$ cat config.mk
export PLATFORM = sky130hd
export DESIGN_NAME = spi_eeprom_access_master
export DESIGN_NICKNAME = d
export VERILOG_FILES = /design/src/seam_pkg.sv /design/src/spi_eeprom_access_master.sv
export VERILOG_INCLUDE_DIRS = /design/src /design/src/src
export SDC_FILE = /design/constraint.sdc
export NUM_CORES = 1
export LEC_CHECK = 0
export BUFFER_PORTS_ARGS = -buffer_cell sky130_fd_sc_hd__buf_4
export CAP_MARGIN = 20
export CORE_ASPECT_RATIO = 1.5
export CORE_MARGIN = 2
export CORE_UTILIZATION = 63
export DETAILED_ROUTE_END_ITERATION = 8
export GPL_TIMING_DRIVEN = 0
export PLACE_DENSITY = 0.82
export SYNTH_ARGS = -nofsm -noshare
export SYNTH_HDL_FRONTEND = slang
export SYNTH_SLANG_ARGS = --single-unit
$ cat constraint.sdc
create_clock -name clk -period 4.4 [get_ports clk]
set_input_delay 0.88 -clock clk [delete_from_list [all_inputs] [get_ports clk]]
set_output_delay 0.88 -clock clk [all_outputs]
set_load 0.02 [all_outputs]
$ cat src/spi_eeprom_access_master_defines.svh
// Assertion macros for the EEPROM SPI master.
`ifndef SPI_EEPROM_ACCESS_MASTER_DEFINES_SVH
`define SPI_EEPROM_ACCESS_MASTER_DEFINES_SVH

// Check a condition that must hold in the same cycle as its trigger
`define SEAM_ASSERT_NOW(name, ante, cons) \
    name: assert property (@(posedge clk) disable iff (!rst_n) (ante) |-> (cons)) \
        else $error("seam: same-cycle check failed");

// Check a condition that must hold in the cycle after its trigger
`define SEAM_ASSERT_NEXT(name, ante, cons) \
    name: assert property (@(posedge clk) disable iff (!rst_n) (ante) |=> (cons)) \
        else $error("seam: next-cycle check failed");

`endif

$ cat src/seam_pkg.sv
package seam_pkg;

    // Item kinds carried on the input tuser
    localparam logic [2:0] KIND_TICK      = 3'd0;
    localparam logic [2:0] KIND_READ_BYTE = 3'd1;
    localparam logic [2:0] KIND_READ_WORD = 3'd2;
    localparam logic [2:0] KIND_WRITE     = 3'd3;
    localparam logic [2:0] KIND_STATUS    = 3'd4;
    localparam logic [2:0] KIND_WREN      = 3'd5;
    localparam logic [2:0] KIND_WRDI      = 3'd6;

    // EEPROM instruction opcodes
    localparam logic [7:0] OP_WREN  = 8'h06;
    localparam logic [7:0] OP_WRDI  = 8'h04;
    localparam logic [7:0] OP_WRITE = 8'h02;
    localparam logic [7:0] OP_RDSR  = 8'h05;
    localparam logic [7:0] OP_READ  = 8'h03;

    // Beat widths
    localparam int InDataW  = 32;
    localparam int OutDataW = 24;

endpackage

$ cat src/spi_eeprom_access_master.sv
// Path: each input beat is held in the input register, and its result then in the result register.
// Throughput: one beat per cycle unless a held result beat stalls it; each beat advances the
// serial sequence by at most one half-bit, set by the single pass through the sequencer.
// Reset (rst_n, asynchronous, active low): sequencer idle, pins sclk low, mosi low, cs_n high,
// both stream registers empty.
`include "spi_eeprom_access_master_defines.svh"

module spi_eeprom_access_master
(
    input  logic                              clk,
    input  logic                              rst_n,
    input  logic                              s_tvalid,
    output logic                              s_tready,
    input  logic [seam_pkg::InDataW-1:0]      s_tdata,  // address[15:0], write_data[23:16], miso[24]
    input  logic [2:0]                        s_tuser,  // kind[2:0]
    output logic                              m_tvalid,
    input  logic                              m_tready,
    output logic [seam_pkg::OutDataW-1:0]     m_tdata   // sclk, mosi, cs_n, busy_res, done_res,
                                                        // read_data[20:5], rejected[21]
);

    typedef enum logic [2:0] {
        ST_IDLE,
        ST_WREN,
        ST_WRITE,
        ST_POLL,
        ST_READ1,
        ST_READ2,
        ST_STATUS,
        ST_WRDI
    } step_t;

    // Stream registers
    logic                          in_valid_reg;
    logic [2:0]                    in_kind_reg;
    logic [15:0]                   in_addr_reg;
    logic [7:0]                    in_wdata_reg;
    logic                          in_miso_reg;
    logic                          out_valid_reg;
    logic [seam_pkg::OutDataW-1:0] out_data_reg;

    // Sequencer state
    step_t       step_reg, step_next;
    logic [7:0]  shift_reg, shift_next;
    logic [3:0]  half_reg, half_next;
    logic [2:0]  byte_idx_reg, byte_idx_next;
    logic [2:0]  cmd_reg, cmd_next;
    logic [15:0] addr_reg, addr_next;
    logic [7:0]  data_reg, data_next;
    logic [15:0] word_reg, word_next;
    logic        pin_sclk_reg, pin_sclk_next;
    logic        pin_mosi_reg, pin_mosi_next;
    logic        pin_cs_reg, pin_cs_next;

    logic        out_free;
    logic        advance;
    logic        done;
    logic        rejected;
    logic [15:0] rdata;
    logic [2:0]  frame_len;
    logic        rx;
    logic [7:0]  tx_byte;
    logic [2:0]  bit_idx;
    logic [7:0]  shift_upd;

    assign out_free = !out_valid_reg || m_tready;
    assign advance  = in_valid_reg && out_free;
    assign s_tready = !in_valid_reg || out_free;
    assign m_tvalid = out_valid_reg;
    assign m_tdata  = out_data_reg;

    // Frame shape for the running step
    always_comb
    begin
        case (step_reg)
            ST_WREN, ST_WRDI:            frame_len = 3'd1;
            ST_POLL, ST_STATUS:          frame_len = 3'd2;
            ST_WRITE, ST_READ1, ST_READ2: frame_len = 3'd4;
            default:                     frame_len = 3'd0;
        endcase
        case (step_reg)
            ST_POLL, ST_STATUS: rx = (byte_idx_reg == 3'd1);
            ST_READ1, ST_READ2: rx = (byte_idx_reg == 3'd3);
            default:            rx = 1'b0;
        endcase
        case (byte_idx_reg)
            3'd1:    tx_byte = addr_reg[15:8];
            3'd2:    tx_byte = addr_reg[7:0];
            3'd3:    tx_byte = data_reg;
            default:
            begin
                case (step_reg)
                    ST_WREN:            tx_byte = seam_pkg::OP_WREN;
                    ST_WRDI:            tx_byte = seam_pkg::OP_WRDI;
                    ST_WRITE:           tx_byte = seam_pkg::OP_WRITE;
                    ST_POLL, ST_STATUS: tx_byte = seam_pkg::OP_RDSR;
                    default:            tx_byte = seam_pkg::OP_READ;
                endcase
            end
        endcase
        bit_idx   = ~half_reg[3:1];
        shift_upd = (half_reg[0] && rx) ? {shift_reg[6:0], in_miso_reg} : shift_reg;
    end

    // Advance the sequencer by one beat
    always_comb
    begin
        step_next     = step_reg;
        shift_next    = shift_reg;
        half_next     = half_reg;
        byte_idx_next = byte_idx_reg;
        cmd_next      = cmd_reg;
        addr_next     = addr_reg;
        data_next     = data_reg;
        word_next     = word_reg;
        pin_sclk_next = pin_sclk_reg;
        pin_mosi_next = pin_mosi_reg;
        pin_cs_next   = pin_cs_reg;
        done          = 1'b0;
        rejected      = 1'b0;
        rdata         = 16'd0;

        if (in_kind_reg != seam_pkg::KIND_TICK)
        begin
            if (in_kind_reg inside {[seam_pkg::KIND_READ_BYTE:seam_pkg::KIND_WRDI]})
            begin
                if (step_reg != ST_IDLE)
                begin
                    rejected = 1'b1;
                end
                else
                begin
                    cmd_next      = in_kind_reg;
                    addr_next     = in_addr_reg;
                    data_next     = in_wdata_reg;
                    shift_next    = 8'd0;
                    half_next     = 4'd0;
                    byte_idx_next = 3'd0;
                    word_next     = 16'd0;
                    case (in_kind_reg)
                        seam_pkg::KIND_READ_BYTE,
                        seam_pkg::KIND_READ_WORD: step_next = ST_READ1;
                        seam_pkg::KIND_WRITE,
                        seam_pkg::KIND_WREN:      step_next = ST_WREN;
                        seam_pkg::KIND_STATUS:    step_next = ST_STATUS;
                        default:                  step_next = ST_WRDI;
                    endcase
                end
            end
        end
        else if (step_reg == ST_IDLE)
        begin
            pin_sclk_next = 1'b0;
            pin_mosi_next = 1'b0;
            pin_cs_next   = 1'b1;
        end
        else if (byte_idx_reg < frame_len)
        begin
            // Drive one half-bit and sample MISO on the high phase
            pin_sclk_next = half_reg[0];
            pin_mosi_next = rx ? 1'b0 : tx_byte[bit_idx];
            pin_cs_next   = 1'b0;
            shift_next    = shift_upd;
            half_next     = half_reg + 4'd1;
            if (half_reg == 4'd15)
            begin
                if (rx)
                begin
                    word_next  = (step_reg == ST_READ2) ? {word_reg[7:0], shift_upd}
                                                        : {8'd0, shift_upd};
                    shift_next = 8'd0;
                end
                byte_idx_next = byte_idx_reg + 3'd1;
            end
        end
        else
        begin
            // Release tick: end the frame, then chain or finish
            pin_sclk_next = 1'b0;
            pin_mosi_next = 1'b0;
            pin_cs_next   = 1'b1;
            half_next     = 4'd0;
            byte_idx_next = 3'd0;
            shift_next    = 8'd0;
            if (step_reg == ST_WREN && cmd_reg == seam_pkg::KIND_WRITE)
            begin
                step_next = ST_WRITE;
            end
            else if (step_reg == ST_WRITE)
            begin
                step_next = ST_POLL;
            end
            else if (step_reg == ST_POLL && word_reg[0])
            begin
                step_next = ST_POLL;
            end
            else if (step_reg == ST_READ1 && cmd_reg == seam_pkg::KIND_READ_WORD)
            begin
                addr_next = addr_reg + 16'd1;
                step_next = ST_READ2;
            end
            else
            begin
                done = 1'b1;
                if (step_reg == ST_READ1 || step_reg == ST_READ2 || step_reg == ST_STATUS)
                begin
                    rdata = word_reg;
                end
                step_next = ST_IDLE;
            end
        end
    end

    // Hold stream stages and sequencer state
    always_ff @(posedge clk or negedge rst_n)
    begin
        if (!rst_n)
        begin
            in_valid_reg  <= 1'b0;
            out_valid_reg <= 1'b0;
            step_reg      <= ST_IDLE;
            shift_reg     <= 8'd0;
            half_reg      <= 4'd0;
            byte_idx_reg  <= 3'd0;
            cmd_reg       <= 3'd0;
            addr_reg      <= 16'd0;
            data_reg      <= 8'd0;
            word_reg      <= 16'd0;
            pin_sclk_reg  <= 1'b0;
            pin_mosi_reg  <= 1'b0;
            pin_cs_reg    <= 1'b1;
        end
        else
        begin
            if (s_tvalid && s_tready)
            begin
                in_valid_reg <= 1'b1;
                in_kind_reg  <= s_tuser;
                in_addr_reg  <= s_tdata[15:0];
                in_wdata_reg <= s_tdata[23:16];
                in_miso_reg  <= s_tdata[24];
            end
            else if (advance)
            begin
                in_valid_reg <= 1'b0;
            end

            if (advance)
            begin
                out_valid_reg <= 1'b1;
                out_data_reg  <= {2'b00, rejected, rdata, done, (step_next != ST_IDLE),
                                  pin_cs_next, pin_mosi_next, pin_sclk_next};
                step_reg      <= step_next;
                shift_reg     <= shift_next;
                half_reg      <= half_next;
                byte_idx_reg  <= byte_idx_next;
                cmd_reg       <= cmd_next;
                addr_reg      <= addr_next;
                data_reg      <= data_next;
                word_reg      <= word_next;
                pin_sclk_reg  <= pin_sclk_next;
                pin_mosi_reg  <= pin_mosi_next;
                pin_cs_reg    <= pin_cs_next;
            end
            else if (m_tready)
            begin
                out_valid_reg <= 1'b0;
            end
        end
    end

    // A finished command is never reported as still busy or rejected
    `SEAM_ASSERT_NOW(a_done_not_busy, out_valid_reg && out_data_reg[4],
                     !out_data_reg[3] && !out_data_reg[21])
    // The chip is deselected whenever the sequencer is idle
    `SEAM_ASSERT_NOW(a_idle_cs_high, step_reg == ST_IDLE, pin_cs_reg)
    // A held input beat stays while the result register is blocked
    `SEAM_ASSERT_NEXT(a_in_hold, in_valid_reg && !out_free, in_valid_reg)
    // Read data only appears with a completion
    `SEAM_ASSERT_NOW(a_rdata_with_done, out_valid_reg && !out_data_reg[4],
                     out_data_reg[20:5] == 16'd0)

endmodule
==> Word-level counts from Yosys, hierarchy flattened <==
Cells that the tools add are included.
W data, S select, Z words.
{ "totals": {"wordCells": 164, "regBits": 116, "output_inout_bits": 26} }
{ "classes": {"order_cmp": 4, "muxes": 68, "bitwise": 3, "n_addsub": 3, "n_eq_ne": 26, "reduce_logical": 39} }
{ "op_table": {"columns": ["op", "count"], "rows": [
  ["$mux W16", 17],
  ["$mux W8", 8],
  ["$mux W3", 15],
  ["$eq A3 B2 Y1 const B", 8],
  ["$pmux W8 S3", 1],
  ["$mux W4", 5],
  ["$eq A3 B3 Y1 const B", 6],
  ["$pmux W3 S3", 2],
  ["$mux W1", 17],
  ["$add A16 B1 Y16 const B", 1],
  ["$ne A2 B2 Y1 const B", 6],
  ["$pmux W3 S4", 1],
  ["$reduce_bool A2 Y1", 6],
  ["$reduce_or A2 Y1", 5],
  ["$eq A3 B1 Y1 const B", 3],
  ["$reduce_and A9 Y1", 1],
  ["$reduce_bool A3 Y1", 3],
  ["$reduce_and A4 Y1", 2],
  ["$reduce_or A8 Y1", 1],
  ["$logic_and A1 B1 Y1", 7],
  ["$reduce_and A7 Y1", 1],
  ["$reduce_and A2 Y1", 3],
  ["$reduce_or A6 Y1", 1],
  ["$reduce_and A5 Y1", 1],
  ["other kinds (17)", 22]
]} }

==> Depth between registers and ports, before layout <==
Gate-level depths: netlist (run 1).
{ "logic_depth": {"depth_word": 11, "ltp_mapped": 12} }

==> Worst setup path before layout (run 1) <==
No wires, ideal clock.
{ "synth_timing": {"path_type": "register -> register", "startpoint": "register step_reg[2]", "endpoint": "register out_data_reg, in the netlist m_tdata[10] (data pin)", "required_time_ps": 4269, "path_stages_with_launch": 12, "synth_period_minus_slack_ps": 2502, "path_slack_ps": 1898, "n_path_buf": 3, "setup_time_ps": 131, "t_arrival_ps": 2370, "path_cell_list": "dfrtp_1 clkbuf_2 clkbuf_1 nor2_1 a21oi_1 ha_1 o21a_1 a2bb2oi_1 nand2_1 nor2_1 clkbuf_1 and2_1"} }
{ "synth_via": {"elab_chain_cells": 5} }
{ "synth_rtl": {"columns": ["element", "line_no", "source"], "rows": [
  ["from (decl)", "spi_eeprom_access_master.sv:43", "step_t step_reg, step_next;"],
  ["from (signal assigned)", "spi_eeprom_access_master.sv:253", "step_reg <= step_next;"],
  ["$eq A3 B3 Y1, or another cell as far along", "spi_eeprom_access_master.sv:75, spi_eeprom_access_master.sv:205", null],
  ["$reduce_or A3 Y1, or another cell as far along", "spi_eeprom_access_master.sv:75", "case (step_reg)"],
  ["$pmux W3 S3 or $logic_or A1 B1 Y1 (tied branches)", "spi_eeprom_access_master.sv:75, spi_eeprom_access_master.sv:205", null],
  ["$lt A3 B3 Y1 or $not A1 Y1 (tied branches)", null, null],
  ["$reduce_or A8 Y1 (no source line) *", null, null],
  ["to (signal assigned)", "spi_eeprom_access_master.sv:251", "out_data_reg <= {2'b00, rejected, rdata, done, (step_next != ST_IDLE),"],
  ["to (decl)", "spi_eeprom_access_master.sv:40", "logic [seam_pkg::OutDataW-1:0] out_data_reg;"]
]} }
Mark *: on every way between the ends. The rest lies on a longest branch, timed or not.
A chain may end at the register's enable or synchronous reset.

==> Worst setup path after layout (run 1) <==
{ "layout_timing": {"startpoint": "register step_reg[2]", "endpoint": "register out_data_reg, in the netlist m_tdata[13] (data pin)"} }
The elaborated chain is that of the path after synthesis.

==> results of run 1 <==
[Yosys cell counts, types with 2 or more instances]
cell	number
nand2_1	70
dfrtp_1	65
edfxtp_1	50
o21ai_0	42
a21oi_1	26
nor2_1	21
and2_1	17
clkbuf_1	17
nand3_1	16
mux2_2	12
o31ai_1	11
buf_2	10
a22o_1	9
inv_1	9
mux2i_1	9
nor3_1	9
a221oi_1	8
ha_1	8
nand2b_1	6
o22ai_1	6
or3_1	6
a2bb2oi_1	5
and3_1	5
a31oi_1	4
nor2b_1	4
nor4_1	4
o21a_1	4
nand4_1	3
a22oi_1	2
a32oi_1	2
buf_4	2
buf_6	2
nand3b_1	2
nor4b_1	2
o211ai_1	2
o21ai_1	2
xor2_1	2
[worst max path at each step]
stage,slack [ns],start,to,cells after the start
after floorplan,1.90,step_reg[2],m_tdata[10],11
after global placement,1.30,step_reg[2],m_tdata[12],11
after detailed placement,1.11,step_reg[2],m_tdata[10],11
after CTS,1.03,step_reg[2],m_tdata[13],11
after global routing,0.74,step_reg[2],m_tdata[10],11
final,0.97,step_reg[2],m_tdata[13],11
[power groups by stage]
stage	Sequential, mW	Clock, mW	Combinational [mW]
floorplan	1.47	0	0.602
global placement	1.52	0	0.779
detailed placement	1.52	0	0.815
CTS	1.51	1.23	0.828
global route	1.53	1.28	0.925
finish	1.53	1.22	0.837
[kinds of logic after synthesis]
family / after synthesis / share of synthesized area [%]
DFF: 116 / 58.1
other: 1 / 0.0691
muxes: 21 / 4.15
and+or+nand+nor: 171 / 15.7
buffers and inverters: 42 / 3.57
AOI/OAI and AO/OA: 134 / 16.1
adders and majority gates: 8 / 1.84
xor gates and xnor gates: 3 / 0.484
[routing by layer]
metal	GRT usage, %	vias to the layer above	wire (um)
met3	6.98	55	779
li1	-	1970	-
met2	49.3	208	6550
met4	18.8	0	714
met5	0	-	0
met1	29.5	2119	4370
[worst register-to-register path, delay by kind of cell (launching register included)]
| kind | cells | cell delay, ns |
|---|---|---|
| AOI/OAI and AO/OA | 3 | 0.85 |
| adders and majority gates | 1 | 0.30 |
| buffers and inverters | 3 | 0.78 |
| DFF | 1 | 0.36 |
| and+or+nand+nor | 4 | 1.01 |
[layout make-up]
| class | count | area, sq um |
|---|---|---|
| multi-input cells | 339 | 2090 |
| clock inverters | 13 | 93.8 |
| fillers | 569 | 1880 |
| plain buffers | 33 | 160 |
| repair buffers | 56 | 440 |
| clock buffers | 19 | 433 |
| inverters | 9 | 33.8 |
| flip-flops and latches | 116 | 3150 |
| well taps | 107 | 134 |
[stage by stage]
stage / utilization, % / hold slack (ns) / worst slack [ns]
2_1_floorplan: - / 0.442 / 1.90
3_3_place_gp: 71.1 / 0.454 / 1.30
3_5_place_dp: 71.4 / 0.465 / 1.11
4_1_cts: 77.7 / 0.480 / 1.03
5_1_grt: 77.7 / 0.492 / 0.735
6_report: 77.7 / 0.476 / 0.965
==> flow_summary_export.csv, run 1 <==
group,metric,value,unit
outcome,status,"completed",
pwr,clock_power_share,34.1,%
sta,worst_slew_pin_slew,0.915,ns
sta,hold_viol,0,
pwr,comb_power_share,23.4,%
clock_tree,numCtsBuffers,17,
sta,final_max_slew_viol_count,0,
pwr,p_sw,1.15,mW
sta,fmax,291,MHz
synth,async_flop_share,56.9,%
synth,syn_area,0.00543,sq mm
placement,postPlaceCellArea,0.00601,sq mm
global_route,grtUsageTotal,28.4,%
cells_and_area,final_cell_mix,"70 x nand2_1, 65 x dfrtp_1, 57 x buf_4, 50 x edfxtp_1, 42 x o21ai_0",
sta,setup_viol_count_final,0,
die,start_util,64.5,%
clock_tree,cts_buffer_depth,2,
placement,dp.cells,660,
hold_path,min_to,"data_reg[7]",
setup_path,crit_type,"reg -> reg",
sta,finClkSkew,0.00724,ns
synth,ys_seq_elements,116,
cells_and_area,fin_cells,692,
pwr,ir_worst_vdd,0.443,mV
clock_tree,htree_levels,4,
route,avgViaCountPerCell,6.29,
route,wire_per_inst,17.9,um
hold_path,worstHoldStart,"in_wdata_reg[7]",
flow_run,drv_cap,0,
die,die_area,0.00939,sq mm
clock_tree,cts_setup_buffers,0,
sta,setup_tns,0,ns
synth,synth.top_cell.area_share,30.0,%
clock_tree,cts_tree,"yes",
setup_path,end_kind,"flip-flop",
placement,place_congestion,0.912,
sta,rsz0062_at_grt,"false",
setup_path,reg2regPathDepth,11,
route,vias,4352,
clock_tree,holdBufCountCts,0,
hold_path,min-delay-path-class,"reg -> reg",
setup_path,critPathBufInv,3,
synth,synth_edf_count,50,
pwr,p_int,2.43,mW
cells_and_area,finalNetCount,619,
placement,port_buffers,55,
placement,dpl.hpwl,8440,um
clock_tree,cts_sinks,116,
synth,yosys-top-cells-area,"dfrtp_1 30%, edfxtp_1 28%, nand2_1 4.8%",
global_route,grt_pass1_vias,4321,
setup_path,rrSetupSlack,0.97,ns
synth,syn_inst,496,
sta,max_slew_margin,39.0,%
pwr,seqPwrFrac,42.6,%
route,wirelength,12400,um
setup_path,cp.required,4.68,ns
cells_and_area,largest_reg_flops,22,
clock_tree,clk_pin_slew,0.06,ns
route,drtPass1Iterations,5,
global_route,grt_max_degree,69,
die,core_area,0.00841,sq mm
clock_tree,clk_latency,0.42,ns
setup_path,cp_top_family,"simple AND/OR/NAND/NOR gates",
cells_and_area,drive_gt1_share,20.3,%
pwr,powerDensity,548,mW/mm^2
hold_path,whs_path_depth,1,
cells_and_area,fin_area,0.00654,sq mm
cells_and_area,mostFrequentLayoutCell,"nand2_1",
clock_tree,cts-root-buf,"clkbuf_16",
synth,ys_warn_count,0,
global_route,grt_antenna_before_repair,0,
synth,ys_types,59,
synth,syn_avg_cell_area,10.9,sq um
die,fp.dieH,118,um
global_route,grt_pass1_wl,20100,um
setup_path,path_cells,"clkbuf_2, clkbuf_1, nor2_1, a21oi_1, ha_1, o21a_1, a2bb2oi_1, nand2_1, nor2_1, clkbuf_1, and2_1",
setup_path,timing.rr.start,"step_reg[2]",
cells_and_area,n_antenna_cell,0,
setup_path,worstPathArrival,3.72,ns
pwr,power,3.58,mW
route,ant_nets,0,
die,io_pins,65,
setup_path,r2r_end,"m_tdata[13]",
cells_and_area,syn_to_final_growth,20.3,%
setup_path,cp_slowest_cell,"a2bb2oi_1",
route,first_iter_violations,483,
setup_path,cp_slowest_stage_delay,0.61,ns
pwr,switching_share,32.2,%
pwr,cellLeakagePower,2.66,nW
setup_path,cp_max_fo,10,
synth,ys_seq_area_share,58.1,%
synth,yosys.area.top_type,"dfrtp_1",
die,die_width,79.8,um
global_route,grt-ovfl-total,0,
die,num_rows,41,
setup_path,critPathLaunchType,"flip-flop",
clock_tree,ctsResizeCount,0,
synth,synthFlopType,"dfrtp_1",
route,drc,0,
sta,post-route-min-period,3.43,ns
sta,post-route-period-util,78.1,%
Note: power is estimated with default switching activity, not from simulation.
==> inputs of run 2 (changes only) <==
--- a/config.mk
+++ b/config.mk
@@ -6,14 +6,15 @@
 export SDC_FILE = /design/constraint.sdc
 export NUM_CORES = 1
 export LEC_CHECK = 0
+export ABC_AREA = 1
 export BUFFER_PORTS_ARGS = -buffer_cell sky130_fd_sc_hd__buf_4
 export CAP_MARGIN = 20
 export CORE_ASPECT_RATIO = 1.5
 export CORE_MARGIN = 2
-export CORE_UTILIZATION = 63
+export CORE_UTILIZATION = 53
 export DETAILED_ROUTE_END_ITERATION = 8
 export GPL_TIMING_DRIVEN = 0
-export PLACE_DENSITY = 0.82
+export PLACE_DENSITY = 0.73
 export SYNTH_ARGS = -nofsm -noshare
 export SYNTH_HDL_FRONTEND = slang
 export SYNTH_SLANG_ARGS = --single-unit
==> constraint.sdc (replaced) <==
create_clock -name clk -period 2.9 [get_ports clk]
set_input_delay 0.58 -clock clk [delete_from_list [all_inputs] [get_ports clk]]
set_output_delay 0.58 -clock clk [all_outputs]
set_load 0.02 [all_outputs]
==> run 2 against run 1 <==
  * Cell count rose by 16%
  * First-iteration DRC count shrank 49%
  * Count of clock-buffer cells in the layout up 1
  * Cell area increased by 3.7%
  * Clock skew rose by 0.0022 ns
  * Total power increased by 66%
  * Flip-flop and latch count unchanged
==> flow_summary_export.csv, run 2 <==
group,metric,value,unit
outcome,status,"completed",
die,die_width,87.5,um
route,drtPass1Iterations,4,
sta,final_max_slew_viol_count,0,
global_route,grt_pass1_vias,4485,
synth,synthFlopType,"dfrtp_1",
cells_and_area,syn_to_final_growth,22.4,%
sta,finClkSkew,0.00947,ns
clock_tree,cts-root-buf,"clkbuf_16",
synth,synth.top_cell.area_share,29.4,%
synth,synth_common_cells,"117 x nand2_1, 65 x dfrtp_1, 63 x nor2_1",
sta,worst_slew_pin_slew,0.903,ns
route,drc,0,
synth,synth_edf_count,50,
die,core_area,0.0101,sq mm
clock_tree,numCtsBuffers,17,
setup_path,cp.required,3.22,ns
cells_and_area,fillers,786,
die,start_util,54.6,%
setup_path,crit_type,"reg -> reg",
route,wire_per_inst,15.3,um
die,num_rows,45,
clock_tree,cts_tree,"yes",
pwr,powerDensity,877,mW/mm^2
sta,post-route-period-util,90.1,%
placement,port_buffers,55,
flow_run,drv_cap,0,
synth,syn_area,0.00554,sq mm
die,fp.dieH,129,um
sta,max_slew_margin,39.3,%
clock_tree,clk_latency,0.41,ns
global_route,grt-ovfl-total,0,
global_route,grtUsageTotal,23.6,%
clock_tree,cts_sinks,116,
route,ant_nets,0,
pwr,switching_share,32.1,%
cells_and_area,fin_cells,805,
placement,dp.cells,773,
placement,dp_slack,0.199,ns
sta,rsz0062_at_grt,"false",
synth,yosys-top-cells-area,"dfrtp_1 29%, edfxtp_1 27%, nand2_1 7.9%",
synth,syn_avg_cell_area,9.24,sq um
setup_path,cp_max_fo,8,
sta,worst_slack,0.286,ns
sta,fmax,383,MHz
clock_tree,holdBufCountCts,0,
route,vias,4416,
pwr,seqPwrFrac,38.6,%
sta,setup_viol_count_final,0,
setup_path,startpoint,"step_reg[1]",
global_route,grt_pass1_wl,20400,um
synth,yosys.area.top_type,"dfrtp_1",
pwr,p_sw,1.91,mW
clock_tree,cts_buffer_depth,2,
sta,setup_tns,0,ns
cells_and_area,finish.utilization,66.8,%
setup_path,timing.rr.start,"step_reg[1]",
die,io_pins,65,
sta,hold_ws,0.279,ns
cells_and_area,mostFrequentLayoutCell,"nand2_1",
cells_and_area,regArea,0.00315,sq mm
setup_path,worstPathArrival,2.93,ns
cells_and_area,drive_gt1_share,19.3,%
clock_tree,htree_levels,4,
global_route,grt_max_degree,69,
pwr,clock_power_share,37.5,%
synth,ys_seq_elements,116,
pwr,ir_worst_vdd,0.580,mV
synth,async_flop_share,56.9,%
cells_and_area,n_antenna_cell,0,
route,first_iter_violations,248,
hold_path,min-delay-path-class,"in -> async",
synth,ys_seq_area_share,57.0,%
sta,post-route-min-period,2.61,ns
route,avgViaCountPerCell,5.49,
sta,hold_viol,0,
clock_tree,clk_pin_slew,0.06,ns
route,wirelength,12300,um
pwr,p_int,4.03,mW
clock_tree,ctsResizeCount,0,
synth,synthMostInstantiatedCell,"nand2_1",
clock_tree,cts_setup_buffers,0,
synth,ys_warn_count,0,
synth,ys_types,41,
pwr,comb_power_share,23.9,%
die,die_area,0.0113,sq mm
synth,syn_inst,599,
global_route,grt_antenna_before_repair,0,
setup_path,critPathLaunchType,"flip-flop",
cells_and_area,multi_input_area,0.00201,sq mm
cells_and_area,largest_reg_flops,22,
cells_and_area,final_cell_mix,"117 x nand2_1, 65 x dfrtp_1, 62 x nor2_1, 62 x buf_4, 61 x nand3_1",
setup_path,end_kind,"flip-flop",
pwr,cellLeakagePower,2.99,nW
cells_and_area,finalNetCount,722,
placement,dpl.hpwl,8670,um
placement,place_congestion,0.925,
[run 2: final timing paths]
check | slack [ns] | to | depth (start not counted)
max in group asynchronous | 2.04 | shift_reg[6] | 1
setup / recovery | 0.29 | shift_reg[3] | 10
hold reg to reg | 0.48 | data_reg[1] | 1
setup reg to reg | 0.29 | shift_reg[3] | 10
hold / removal | 0.28 | pin_mosi_reg | 1
min in group clk | 0.34 | in_addr_reg[5] | 1
[run 2: power by group through the flow]
| stage | clock network (mW) | registers (mW) | logic (mW) |
|---|---|---|---|
| 2_1_floorplan | 0 | 2.26 | 1.02 |
| 3_3_place_gp | 0 | 2.30 | 1.35 |
| 3_5_place_dp | 0 | 2.31 | 1.39 |
| 4_1_cts | 2.25 | 2.29 | 1.41 |
| 5_1_grt | 2.33 | 2.32 | 1.58 |
| 6_report | 2.23 | 2.30 | 1.42 |
[run 2: area by class of cell]
class	instances	share of cell area, %
Buffer	22	1.81
Tap cell	117	2.16
Sequential cell	116	46.6
Inverter	66	3.66
Multi-Input combinational cell	395	29.7
Clock inverter	12	2.60
Clock buffer	20	6.74
Timing Repair Buffer	57	6.72
[run 2: kinds of logic (layout without fill, tap and decap cells)]
logic type / after synthesis / in the layout / share of synthesized area (%)
simple gates: 273 / 273 / 21.9
xor+xnor: 6 / 6 / 0.949
buf+inv: 89 / 177 / 6.76
fa+ha+maj: 8 / 8 / 1.81
flops: 116 / 116 / 57.0
mux: 9 / 9 / 1.83
other cells: 1 / 2 / 0.0677
compound gates: 97 / 97 / 9.72
[run 2: through the flow]
stage	cell area [sq um]	power, mW
2_1_floorplan	5540	3.28
3_3_place_gp	6100	3.65
3_5_place_dp	6120	3.70
4_1_cts	6750	5.94
5_1_grt	6770	6.24
6_report	6770	5.94
[run 2: metal layers]
| layer | vias up | track usage (%) | routed length (um) |
|---|---|---|---|
| li1 | 2165 | - | - |
| met1 | 2104 | 26.3 | 4880 |
| met2 | 109 | 40.6 | 6590 |
| met3 | 38 | 5.54 | 400 |
| met4 | 0 | 13.8 | 434 |
| met5 | - | 0 | 0 |
[run 2: critical path, cell delays in order, from the launching register on]
cell and delay [ns]:
dfrtp_1 0.32, buf_2 0.22, inv_1 0.16, nor2_1 0.16
nor2_1 0.06, ha_1 0.30, a21oi_1 0.24, nand3_2 0.21
a21oi_1 0.54, nand3_1 0.17, o21ai_0 0.13
==> inputs of run 3 (changes only) <==
--- a/config.mk
+++ b/config.mk
@@ -9,7 +9,7 @@
 export ABC_AREA = 1
 export BUFFER_PORTS_ARGS = -buffer_cell sky130_fd_sc_hd__buf_4
 export CAP_MARGIN = 20
-export CORE_ASPECT_RATIO = 1.5
+export CORE_ASPECT_RATIO = 0.5
 export CORE_MARGIN = 2
 export CORE_UTILIZATION = 53
 export DETAILED_ROUTE_END_ITERATION = 8
==> run 3 against run 2 <==
  * Register-to-register slack gained 0.03 ns
  * Sequential share of layout area is 0.27 points higher
  * Cell count is 2.9% higher
  * Die area increased by 0.29%
  * Clock skew decreased by 0.0012 ns
  * Non-clock buffer count unchanged
  * Wire length is 4.3% lower
  * Sequential power hardly changed
  * Cell area fell by 0.57%
  * Critical path depth increased by 1
  * Flip-flop and latch count stayed put
  * Total power decreased by 3.9%
==> flow_summary_export.csv, run 3 (synthesized netlist as in run 2, its figures left out) <==
group,metric,value,unit
die,core_area,0.0102,sq mm
sta,final_max_slew_viol_count,0,
sta,worst_slack,0.313,ns
route,wire_per_inst,14.2,um
pwr,powerDensity,848,mW/mm^2
cells_and_area,mostFrequentLayoutCell,"nand2_1",
setup_path,critPathLaunchType,"flip-flop",
sta,max_slew_margin,29.9,%
clock_tree,clk_latency,0.42,ns
global_route,grt_antenna_before_repair,0,
setup_path,cp_slowest_stage_delay,0.44,ns
die,num_rows,26,
sta,fmax,387,MHz
die,die_area,0.0113,sq mm
die,fp.dieH,76.3,um
global_route,grtUsageTotal,22.6,%
placement,dpl.hpwl,8060,um
setup_path,end_kind,"flip-flop",
clock_tree,cts_sinks,116,
die,die_width,149,um
clock_tree,cts_setup_buffers,0,
pwr,p_int,3.83,mW
global_route,grt_pass1_vias,4047,
pwr,switching_share,33.0,%
sta,hold_viol,0,
pwr,seqPwrFrac,40.1,%
setup_path,worstPathArrival,2.92,ns
die,start_util,54.4,%
route,ant_nets,0,
flow_run,drv_cap,0,
sta,post-route-period-util,89.2,%
die,io_pins,65,
clock_tree,ctsResizeCount,0,
hold_path,min-delay-path-class,"in -> async",
sta,worst_slew_pin_slew,1.04,ns
sta,setup_viol_count_final,0,
sta,rsz0062_at_grt,"false",
route,avgViaCountPerCell,5.18,
placement,place_congestion,0.897,
setup_path,cp_slowest_cell,"dfrtp_1",
cells_and_area,syn_to_final_growth,21.6,%
pwr,ir_worst_vdd,0.476,mV
outcome,status,"completed",
cells_and_area,largest_reg_flops,22,
placement,port_buffers,55,
clock_tree,cts_buffer_depth,2,
cells_and_area,n_antenna_cell,0,
route,wirelength,11800,um
cells_and_area,fillers,803,
pwr,cellLeakagePower,2.96,nW
sta,finClkSkew,0.00825,ns
pwr,comb_power_share,24.4,%
pwr,clock_power_share,35.5,%
global_route,grt-ovfl-total,0,
setup_path,cp_top_family,"buffers and inverters",
cells_and_area,finalNetCount,722,
route,first_iter_violations,317,
setup_path,path_common_cell,"clkbuf_1",
clock_tree,numCtsBuffers,17,
clock_tree,cts-root-buf,"clkbuf_16",
route,drc,0,
setup_path,cp.required,3.24,ns
setup_path,critPathBufInv,4,
route,drtPass1Iterations,5,
pwr,p_sw,1.88,mW
cells_and_area,final_cell_mix,"117 x nand2_1, 65 x dfrtp_1, 62 x nor2_1, 62 x buf_4, 61 x nand3_1",
route,vias,4289,
setup_path,cp_max_fo,10,
sta,post-route-min-period,2.59,ns
setup_path,path_cells,"inv_1, clkbuf_1, ha_1, clkbuf_1, nand2_1, o21ai_4, nand2_2, buf_2, o21ai_1, nand3_1, o21ai_0",
cells_and_area,drive_gt1_share,19.3,%
clock_tree,htree_levels,4,
setup_path,crit_type,"reg -> reg",
global_route,grt_pass1_wl,19700,um
global_route,grt_max_degree,69,
clock_tree,holdBufCountCts,0,
placement,dp_slack,0.129,ns
cells_and_area,finish.utilization,66.1,%
clock_tree,cts_tree,"yes",
clock_tree,clk_pin_slew,0.06,ns
-- run 3: cell types whose count changed in the layout (fill, tap and decap cells not counted), sizes merged --
cell	before	now
buf	70	69
clkinv	6	8
bufinv	4	2
clkinvlp	1	3
inv	67	66
-- run 3: layout make-up --
type	instances	area, sq um	share of cell area (%)
sequential	116	3150	46.8
multi-input combinational	395	2010	29.9
clock buffer	19	443	6.58
timing repair buffer	56	440	6.54
inverter	66	248	3.68
tap	140	175	2.60
clock inverter	13	134	1.99
buffer	23	126	1.88
-- run 3: power groups by stage --
stage | logic [mW] | clock network (mW) | registers, mW
finish | 1.39 | 2.03 | 2.29
CTS | 1.39 | 2.05 | 2.28
global route | 1.57 | 2.15 | 2.32
detailed placement | 1.37 | 0 | 2.31
floorplan | 1.02 | 0 | 2.26
global placement | 1.34 | 0 | 2.30
-- run 3: final timing paths --
check	startpoint	to	slack (ns)	cells past startpoint
setup reg to reg	byte_idx_reg[2]	word_reg[7]	0.31	11
hold / removal	rst_n	addr_reg[7]	0.28	1
min in group clk	s_tdata[7]	in_addr_reg[7]	0.34	1
setup / recovery	byte_idx_reg[2]	word_reg[7]	0.31	11
hold reg to reg	in_wdata_reg[4]	data_reg[4]	0.47	1
max in group asynchronous	rst_n	shift_reg[1]	2.04	1
-- run 3: per-layer routing --
| layer | global-route usage [%] | vias to the layer above | part of all wire, % |
|---|---|---|---|
| met5 | 0 | - | 0 |
| met4 | 7.14 | 0 | 0.87 |
| met3 | 5.81 | 11 | 5.2 |
| met2 | 34.5 | 116 | 46 |
| met1 | 32.0 | 1997 | 48 |
| li1 | - | 2165 | - |
-- run 3: metrics by stage --
| step | instances | hold slack (ns) | setup TNS, ns | power [mW] | instance area (sq um) |
|---|---|---|---|---|---|
| floorplan | 600 | 0.284 | 0 | 3.28 | 5540 |
| global placement | 795 | 0.463 | -2.86 | 3.64 | 6130 |
| detailed placement | 795 | 0.466 | 0 | 3.68 | 6130 |
| CTS | 827 | 0.318 | 0 | 5.73 | 6710 |
| global route | 828 | 0.322 | 0 | 6.04 | 6740 |
| finish | 828 | 0.277 | 0 | 5.71 | 6740 |
